==> config.mk <==
export PLATFORM = sky130hd
export DESIGN_NAME = fastq_record_parser_core
export DESIGN_NICKNAME = d
export VERILOG_FILES = /design/src/sv/fqp_pkg.sv /design/src/sv/fqp_ram.sv /design/src/sv/fastq_record_parser_core.sv
export SDC_FILE = /design/constraint.sdc
export NUM_CORES = 2
export LEC_CHECK = 0
export ABC_AREA = 1
export ABC_CLOCK_PERIOD_IN_PS = 5300
export BUFFER_PORTS_ARGS = -buffer_cell sky130_fd_sc_hd__buf_4
export CAP_MARGIN = 20
export CORE_MARGIN = 5
export CORE_UTILIZATION = 38
export DETAILED_ROUTE_END_ITERATION = 7
export SETUP_SLACK_MARGIN = 0.4
export SLEW_MARGIN = 40
export SYNTH_ARGS = -nofsm -noshare
export SYNTH_HDL_FRONTEND = slang
export SYNTH_SLANG_ARGS = --single-unit
==> constraint.sdc <==
create_clock -name i_clk -period 5.3 [get_ports i_clk]
set_input_delay 1.06 -clock i_clk [delete_from_list [all_inputs] [get_ports i_clk]]
set_output_delay 1.06 -clock i_clk [all_outputs]
set_load 0.005 [all_outputs]
==> src/sv/fqp_pkg.sv <==
// shared constants and types for the fastq record parser
`timescale 1ns / 1ps

package fqp_pkg;

    localparam int MAX_NAME_DEF = 256;
    localparam int LEN_BITS_DEF = 20;

    typedef logic [7:0] t_byte;
    typedef logic [2:0] t_code;

    localparam t_byte CH_AT   = 8'h40;
    localparam t_byte CH_PLUS = 8'h2B;
    localparam t_byte CH_CR   = 8'h0D;
    localparam t_byte CH_LF   = 8'h0A;
    localparam t_byte CH_SP   = 8'h20;
    localparam t_byte CH_TAB  = 8'h09;

    localparam t_code CLS_NAME    = 3'd0;
    localparam t_code CLS_COMMENT = 3'd1;
    localparam t_code CLS_BASE    = 3'd2;
    localparam t_code CLS_QUAL    = 3'd3;
    localparam t_code CLS_SEP     = 3'd4;

    localparam t_code ERR_OK        = 3'd0;
    localparam t_code ERR_NO_AT     = 3'd1;
    localparam t_code ERR_NO_SEQ    = 3'd2;
    localparam t_code ERR_NAME      = 3'd3;
    localparam t_code ERR_LENGTH    = 3'd4;
    localparam t_code ERR_TRUNCATED = 3'd5;

endpackage

==> src/sv/fqp_ram.sv <==
// generic single write port ram with registered read
`timescale 1ns / 1ps

module fqp_ram #(
    parameter int WIDTH = 8,
    parameter int DEPTH = 256
) (
    input  logic                     i_clk,
    input  logic                     i_we,
    input  logic [$clog2(DEPTH)-1:0] i_waddr,
    input  logic [WIDTH-1:0]         i_wdata,
    input  logic [$clog2(DEPTH)-1:0] i_raddr,
    output logic [WIDTH-1:0]         o_rdata
);

    logic [WIDTH-1:0] r_mem [DEPTH];
    logic [WIDTH-1:0] r_rdata;

    always_ff @(posedge i_clk) begin
        if (i_we) begin
            r_mem[i_waddr] <= i_wdata;
        end
        r_rdata <= r_mem[i_raddr];
    end

    assign o_rdata = r_rdata;

endmodule

==> src/sv/fastq_record_parser_core.sv <==
// fastq record parser top level: byte classifier with name store in ram
// output: each accepted word's result is registered in the output register
// throughput: one word per cycle unless stalled; the name ram read address is
//   prefetched from n_cmp_idx so each compare byte has its stored name byte ready
// reset: synchronous active low, returns the parser to expect-header, clears the
//   counters and empties the output register; the name ram is not cleared
`timescale 1ns / 1ps

module fastq_record_parser_core #(
    parameter int MAX_NAME = fqp_pkg::MAX_NAME_DEF,
    parameter int LEN_BITS = fqp_pkg::LEN_BITS_DEF
) (
    input  logic                i_clk,
    input  logic                i_rst_n,
    input  logic                i_valid,
    output logic                o_stall,
    input  logic [7:0]          i_data_byte,
    input  logic                i_end_of_input,
    output logic                o_valid,
    input  logic                i_stall,
    output logic [2:0]          o_byte_class,
    output logic [7:0]          o_byte_value,
    output logic                o_record_done,
    output logic                o_no_quality,
    output logic [LEN_BITS-1:0] o_read_length,
    output logic [2:0]          o_error_code,
    output logic [31:0]         o_line_number
);

    import fqp_pkg::*;

    localparam int AW = $clog2(MAX_NAME);
    localparam int NL = AW + 1;
    localparam logic [NL-1:0] NAME_MAX = NL'(MAX_NAME);

    localparam logic [3:0] PH_HEADER    = 4'd0;
    localparam logic [3:0] PH_NAME_WAIT = 4'd1;
    localparam logic [3:0] PH_NAME      = 4'd2;
    localparam logic [3:0] PH_COMMENT   = 4'd3;
    localparam logic [3:0] PH_SEQ       = 4'd4;
    localparam logic [3:0] PH_QNAME     = 4'd5;
    localparam logic [3:0] PH_QREST     = 4'd6;
    localparam logic [3:0] PH_QUAL      = 4'd7;
    localparam logic [3:0] PH_HALT      = 4'd8;

    logic [3:0]          r_phase, n_phase;
    logic [NL-1:0]       r_name_len, n_name_len;
    logic [NL-1:0]       r_cmp_idx, n_cmp_idx;
    logic                r_mismatch, n_mismatch;
    logic [LEN_BITS-1:0] r_base_cnt, n_base_cnt;
    logic [LEN_BITS-1:0] r_qual_cnt, n_qual_cnt;
    logic                r_line_start, n_line_start;
    logic [31:0]         r_line_cnt, n_line_cnt;

    logic                r_out_valid;
    t_code               r_class, n_class;
    t_byte               r_value, n_value;
    logic                r_done, n_done;
    logic                r_noq, n_noq;
    logic [LEN_BITS-1:0] r_len, n_len;
    t_code               r_err, n_err;
    logic [31:0]         r_line, n_line;

    logic        w_accept;
    logic        w_we;
    logic [AW-1:0] w_raddr;
    t_byte       w_rdata;

    assign o_stall  = r_out_valid & i_stall;
    assign w_accept = i_valid & ~o_stall;
    assign w_raddr  = n_cmp_idx[AW-1:0];

    fqp_ram #(
        .WIDTH (8),
        .DEPTH (MAX_NAME)
    ) u_name_ram (
        .i_clk   (i_clk),
        .i_we    (w_we),
        .i_waddr (r_name_len[AW-1:0]),
        .i_wdata (i_data_byte),
        .i_raddr (w_raddr),
        .o_rdata (w_rdata)
    );

    always_comb begin
        t_byte b;
        logic  blank;
        logic  mm;
        b     = i_data_byte;
        blank = (b == CH_SP) || (b == CH_TAB);
        mm    = r_mismatch;

        n_phase      = r_phase;
        n_name_len   = r_name_len;
        n_cmp_idx    = r_cmp_idx;
        n_mismatch   = r_mismatch;
        n_base_cnt   = r_base_cnt;
        n_qual_cnt   = r_qual_cnt;
        n_line_start = r_line_start;
        n_line_cnt   = r_line_cnt;
        w_we         = 1'b0;

        n_class = CLS_SEP;
        n_value = b;
        n_done  = 1'b0;
        n_noq   = 1'b0;
        n_len   = '0;
        n_err   = ERR_OK;
        n_line  = r_line_cnt;

        if (w_accept && i_end_of_input) begin
            n_value = '0;
            unique case (r_phase)
                PH_NAME_WAIT, PH_NAME, PH_COMMENT, PH_QNAME, PH_QREST: begin
                    n_err = ERR_TRUNCATED;
                end
                PH_SEQ: begin
                    n_err = (r_base_cnt == '0) ? ERR_NO_SEQ : ERR_TRUNCATED;
                end
                PH_QUAL: begin
                    if (!r_line_start && r_qual_cnt == r_base_cnt) begin
                        n_done = 1'b1;
                        n_len  = r_base_cnt;
                    end else if (!r_line_start && r_qual_cnt > r_base_cnt) begin
                        n_err = ERR_LENGTH;
                    end else begin
                        n_err = ERR_TRUNCATED;
                    end
                end
                default: begin
                end
            endcase
            n_phase      = PH_HEADER;
            n_name_len   = '0;
            n_cmp_idx    = '0;
            n_mismatch   = 1'b0;
            n_base_cnt   = '0;
            n_qual_cnt   = '0;
            n_line_start = 1'b1;
            n_line_cnt   = '0;
        end else if (w_accept) begin
            n_line_cnt = r_line_cnt + ((b == CH_LF) ? 32'd1 : 32'd0);
            n_line     = n_line_cnt;
            if (b != CH_CR && r_phase != PH_HALT) begin
                unique case (r_phase)
                    PH_HEADER: begin
                        if (b == CH_AT) begin
                            n_name_len   = '0;
                            n_cmp_idx    = '0;
                            n_mismatch   = 1'b0;
                            n_base_cnt   = '0;
                            n_qual_cnt   = '0;
                            n_line_start = 1'b1;
                            n_phase      = PH_NAME_WAIT;
                        end else if (b != CH_LF) begin
                            n_err   = ERR_NO_AT;
                            n_phase = PH_HALT;
                        end
                    end
                    PH_NAME_WAIT, PH_NAME: begin
                        if (b == CH_LF) begin
                            if (r_phase == PH_NAME) begin
                                n_phase      = PH_SEQ;
                                n_line_start = 1'b1;
                            end
                        end else if (blank) begin
                            n_phase = PH_COMMENT;
                        end else begin
                            n_class = CLS_NAME;
                            if (r_name_len < NAME_MAX) begin
                                w_we       = 1'b1;
                                n_name_len = r_name_len + 1'b1;
                            end
                            n_phase = PH_NAME;
                        end
                    end
                    PH_COMMENT: begin
                        if (b == CH_LF) begin
                            n_phase      = PH_SEQ;
                            n_line_start = 1'b1;
                        end else begin
                            n_class = CLS_COMMENT;
                        end
                    end
                    PH_SEQ: begin
                        if (b == CH_LF) begin
                            n_line_start = 1'b1;
                        end else if (r_line_start && r_base_cnt != '0 && b == CH_AT) begin
                            n_done       = 1'b1;
                            n_noq        = 1'b1;
                            n_len        = r_base_cnt;
                            n_name_len   = '0;
                            n_cmp_idx    = '0;
                            n_mismatch   = 1'b0;
                            n_base_cnt   = '0;
                            n_qual_cnt   = '0;
                            n_line_start = 1'b1;
                            n_phase      = PH_NAME_WAIT;
                        end else if (r_line_start && r_base_cnt != '0 && b == CH_PLUS) begin
                            n_cmp_idx  = '0;
                            n_mismatch = 1'b0;
                            n_phase    = PH_QNAME;
                        end else begin
                            n_class      = CLS_BASE;
                            n_base_cnt   = (&r_base_cnt) ? r_base_cnt
                                                         : r_base_cnt + 1'b1;
                            n_line_start = 1'b0;
                        end
                    end
                    PH_QNAME, PH_QREST: begin
                        if (b == CH_LF) begin
                            if (r_phase == PH_QNAME && r_cmp_idx != '0
                                && r_cmp_idx != r_name_len) begin
                                mm = 1'b1;
                            end
                            n_mismatch = mm;
                            if (mm) begin
                                n_err   = ERR_NAME;
                                n_phase = PH_HALT;
                            end else begin
                                n_phase      = PH_QUAL;
                                n_qual_cnt   = '0;
                                n_line_start = 1'b1;
                            end
                        end else if (r_phase == PH_QNAME) begin
                            if (blank) begin
                                if (r_cmp_idx != r_name_len) begin
                                    n_mismatch = 1'b1;
                                end
                                n_phase = PH_QREST;
                            end else if (r_cmp_idx < NAME_MAX) begin
                                if (r_cmp_idx >= r_name_len || w_rdata != b) begin
                                    n_mismatch = 1'b1;
                                end
                                n_cmp_idx = r_cmp_idx + 1'b1;
                            end
                        end
                    end
                    PH_QUAL: begin
                        if (b == CH_LF) begin
                            if (!r_line_start) begin
                                if (r_qual_cnt == r_base_cnt) begin
                                    n_done  = 1'b1;
                                    n_len   = r_base_cnt;
                                    n_phase = PH_HEADER;
                                end else if (r_qual_cnt > r_base_cnt) begin
                                    n_err   = ERR_LENGTH;
                                    n_phase = PH_HALT;
                                end
                                n_line_start = 1'b1;
                            end
                        end else begin
                            n_class      = CLS_QUAL;
                            n_qual_cnt   = (&r_qual_cnt) ? r_qual_cnt
                                                         : r_qual_cnt + 1'b1;
                            n_line_start = 1'b0;
                        end
                    end
                    default: begin
                        n_phase = PH_HALT;
                    end
                endcase
            end
        end
    end

    always_ff @(posedge i_clk) begin
        if (!i_rst_n) begin
            r_phase      <= PH_HEADER;
            r_name_len   <= '0;
            r_cmp_idx    <= '0;
            r_mismatch   <= 1'b0;
            r_base_cnt   <= '0;
            r_qual_cnt   <= '0;
            r_line_start <= 1'b1;
            r_line_cnt   <= '0;
            r_out_valid  <= 1'b0;
        end else begin
            r_phase      <= n_phase;
            r_name_len   <= n_name_len;
            r_cmp_idx    <= n_cmp_idx;
            r_mismatch   <= n_mismatch;
            r_base_cnt   <= n_base_cnt;
            r_qual_cnt   <= n_qual_cnt;
            r_line_start <= n_line_start;
            r_line_cnt   <= n_line_cnt;
            if (w_accept) begin
                r_out_valid <= 1'b1;
            end else if (!i_stall) begin
                r_out_valid <= 1'b0;
            end
        end
    end

    always_ff @(posedge i_clk) begin
        if (w_accept) begin
            r_class <= n_class;
            r_value <= n_value;
            r_done  <= n_done;
            r_noq   <= n_noq;
            r_len   <= n_len;
            r_err   <= n_err;
            r_line  <= n_line;
        end
    end

    assign o_valid       = r_out_valid;
    assign o_byte_class  = r_class;
    assign o_byte_value  = r_value;
    assign o_record_done = r_done;
    assign o_no_quality  = r_noq;
    assign o_read_length = r_len;
    assign o_error_code  = r_err;
    assign o_line_number = r_line;

endmodule
==> impl_metrics.toml <==
[status]
run_status = "finished clean"

[hold_path]
hold_class = "in -> reg"

[critical_path]
critPathCaptureType = "register"
rrSetupSlack_ns = 0.73
crit_slowest_cell = "sky130_fd_sc_hd__buf_12"
worst_setup_path_start_kind = "register"
cpLargestDelayFamily = "simple AND/OR/NAND/NOR gates"
cp_common_cell = "sky130_fd_sc_hd__nand3_1"
buffers_inverters_on_critical_path = 3
cp.arrival_ns = 5.33
criticalPathCategory = "reg -> reg"
highest_fanout_seen_on_the_critical_path = 96
cells_traversed_along_the_worst_timing_path = "inv_1, ha_1, nand3_1, nor2_1, nand3_1, nand3_1, nand3_1, nand2_1, nand2_4, nand2_8, buf_12, buf_12, nand3b_1, nand3_1, nand3_1, nand3_1, nand3_1, nand3_1, nand3_1, nand3_1, nand2_1"
worst_ep_required_time_ns = 6.06
critPathMaxStageDelay_ns = 0.39

[cts]
cts-htree-levels = 4
tritoncts_num_sinks = 2221
worst_skew_pair.late_latency_ns = 0.88
post_cts_buffers = 0
cts.hold.buffers_added = 0
cts_root_buf = "sky130_fd_sc_hd__clkbuf_16"
cts_clk_pin_slew_worst_paths_ns = 0.07
tritoncts = "yes"
numCtsBuffers = 223
max-clock-path-buffers = 3
post_cts_resized = 0

[global_routing]
first_global_vias = 66440
global_route_wire_length_before_repair_um = 428500
grt_max_degree = 170
gr-usage-all-layers_pct = 20.58
grt-ovfl-total = 0
antenna_violations_before_repair = 7

[cells_and_area]
final_nets = 9121
area_growth_syn_to_layout_pct = 12.29
most-common-layout-cells = "2116 x sky130_fd_sc_hd__edfxtp_1, 1949 x sky130_fd_sc_hd__nand3_1, 1227 x sky130_fd_sc_hd__nand2_1, 1055 x sky130_fd_sc_hd__inv_1, 762 x sky130_fd_sc_hd__nand3b_1"
multi_input_comb_area_um2 = 26960
layout.cells.most_common = "sky130_fd_sc_hd__edfxtp_1"
filler_cell_count = 24160
sequential_cell_area_um2 = 65640
fin_util_pct = 42.90
fin_area_um2 = 111400
drive_above_1_share_pct = 8.002

[synth]
synth.cell_area_um2 = 99230
synthesis.instances = 9127
synth_sequential_area_ratio_pct = 66.16
yosys.cell_types.count = 58
synth.yosys.warnings = 0
mux_share_of_post_synthesis_cell_area_pct = 0
synth-compound-area-share_pct = 2.299
synth_top_family_by_area = "simple AND/OR/NAND/NOR gates"
postSynthNetCount = 9180
count_of_state_elements_after_synthesis = 2221
postSynthAreaPerCell_um2 = 10.87
yosys.area_share.xor_xnor_pct = 0.2825
arithmetic_cell_share_of_the_synthesized_area_counting_full_adders_half_adders_and_majority_gates_pct = 0.5044
post_synthesis_simple_gate_area_fraction_pct = 23.83

[die]
die_area_um2 = 271400
die-width_um = 521.0
pin_count = 83
coreArea_um2 = 259700
initial_utilization_pct = 38.21
placementRows = 187
die_h_um = 521.0

[placement]
port_buffers = 82
dp_hpwl_um = 168800
total_cell_area_at_the_placement_stage_um2 = 104200
gp_congestion = 0.9249

[power_and_ir_drop]
cellInternalPower_w = 0.02822
design_power_total_w = 0.03610
max-vdd-ir-drop_uv = 393.6
sequential_fraction_of_design_power_pct = 53.6
power.combinational.fraction_pct = 3.4
leakage_nw = 41.34
fraction_of_power_spent_switching_nets_pct = 21.83
cellPowerDensity_nw_per_um2 = 324.0
power.clock.fraction_pct = 43.0
psw_w = 0.007881

[sta]
fmax_mhz = 218.7
rsz0062_at_grt = "no"
fin_tns_setup_ns = 0
fin_worst_hold_slack_ns = 0.4374
tightestPinTransition_ns = 0.8735
drv_slew = 0
setup_viol = 0
number_of_hold_violations_in_the_final_report = 0
period_needed_ns = 4.573
maxSlewHeadroom_pct = 41.76
finalClockSkew_ns = 0.07436
finalCritPeriodShare_pct = 86.27

[drt]
num_vias = 69470
drt-pass1-iter-count = 8
vias_per_cell = 5.485
first_iter_violations = 8643
count_of_nets_left_with_antenna_violations_after_detail_routing = 0
detail_route.wl_per_cell_um = 22.76
drcViolationCount = 0
drt_wl_total_um = 288300

[run]
cap_violations = 0
-- synth_stat cells (all sizes together) --
cell type	count	area, um^2
a21oi	85	425.4
clkinv	4	16.26
a22oi	1	7.510
a211oi	17	127.6
o211ai	81	608.1
o31ai	2	15.01
o22ai	4	25.02
a21o	1	7.510
a221o	1	10.01
o41ai	1	8.760
nor3	48	266.5
a2111oi	1	8.760
o211a	1	10.01
xor2	31	271.5
nor2	682	2651
edfxtp	2116	63540
nand3	1964	9859
o221a	3	33.78
and3	1	6.260
nand4	27	175.2
o2111ai	3	26.28
o21ai	168	840.8
nor4b	2	17.52
o21a	3	22.52
inv	1073	4028
a2111o	1	11.26
nand3b	762	5720
or2	23	143.9
dfxtp	105	2102
xnor2	1	8.760
nand2	1246	4727
o221ai	2	17.52
nor4	11	68.82
o32ai	1	8.760
buf	409	2101
a31o	1	8.760
ha	40	500.5
clkbuf	195	732.0
o21bai	1	7.510
a31oi	8	50.05
or4	1	7.510
-- state kept, by name (all words and copies together), names as in the netlist, 3 cells and up --
signal / count
r_base_cnt: 20
r_name_len: 9
r_line_cnt: 32
u_name_ram.o_rdata: 8
o_byte_class: 3
o_line_number: 32
r_phase: 4
o_read_length: 20
r_qual_cnt: 20
o_byte_value: 8
u_name_ram.r_mem: 2048
o_error_code: 3
r_cmp_idx: 9
-- cells by family (layout without fill, tap and decap cells) --
kind of cell | after synthesis | after routing
simple gates | 4767 | 4767
flops | 2221 | 2221
buf+inv | 1681 | 1814
compound gates | 386 | 386
fa+ha+maj | 40 | 40
xor+xnor | 32 | 32
other cells | 0 | 3
-- per-layer routing --
layer	up-vias	part of all wire (%)	track usage (%)
li1	31520	-	-
met1	34270	42	28.26
met2	3139	46	32.73
met3	534	8.1	3.325
met4	0	4.2	8.285
met5	-	0	0
-- metrics by stage --
step / cells / setup slack (ns)
floorplan: 9127 / 0.5069
global placement: 12240 / -0.02316
detailed placement: 12240 / -0.04313
CTS: 12660 / 0.8565
global route: 12660 / 0.5779
finish: 12670 / 0.7275
-- power groups by stage --
stage               Combinational (W)  Clock [W]  Sequential, W
floorplan                    0.000481          0         0.0197
global placement              0.00120          0         0.0197
detailed placement            0.00122          0         0.0197
CTS                           0.00122     0.0157         0.0194
global route                  0.00132     0.0165         0.0193
finish                        0.00124     0.0155         0.0194
-- final cells by class --
type,instances,area share (%)
Clock buffer,299,5.384
Timing Repair Buffer,320,3.017
Tap cell,3402,3.820
Clock inverter,118,1.013
Antenna cell,3,0.006738
Inverter,1077,3.645
Sequential cell,2221,58.91
Multi-Input combinational cell,5225,24.20
-- path summary, 6_finish.rpt --
path / depth (start not counted) / from / end
hold / removal: 1 / i_data_byte[1] / u_name_ram.r_mem[178][1]
setup reg to reg: 21 / r_base_cnt[0] / u_name_ram.o_rdata[5]
hold reg to reg: 2 / r_line_cnt[0] / r_line_cnt[0]
setup / recovery: 21 / r_base_cnt[0] / u_name_ram.o_rdata[5]
-- worst reg2reg max path, cell delays in order, from the launching register on --
cell and delay (ns):
sky130_fd_sc_hd__dfxtp_1 0.35, sky130_fd_sc_hd__inv_1 0.17, sky130_fd_sc_hd__ha_1 0.17, sky130_fd_sc_hd__nand3_1 0.10, sky130_fd_sc_hd__nor2_1 0.11, sky130_fd_sc_hd__nand3_1 0.24
sky130_fd_sc_hd__nand3_1 0.27, sky130_fd_sc_hd__nand3_1 0.11, sky130_fd_sc_hd__nand2_1 0.14, sky130_fd_sc_hd__nand2_4 0.18, sky130_fd_sc_hd__nand2_8 0.25, sky130_fd_sc_hd__buf_12 0.39
sky130_fd_sc_hd__buf_12 0.44, sky130_fd_sc_hd__nand3b_1 0.15, sky130_fd_sc_hd__nand3_1 0.10, sky130_fd_sc_hd__nand3_1 0.08, sky130_fd_sc_hd__nand3_1 0.17, sky130_fd_sc_hd__nand3_1 0.19
sky130_fd_sc_hd__nand3_1 0.20, sky130_fd_sc_hd__nand3_1 0.32, sky130_fd_sc_hd__nand3_1 0.26, sky130_fd_sc_hd__nand2_1 0.07
Power figures use the tool's default switching activity.
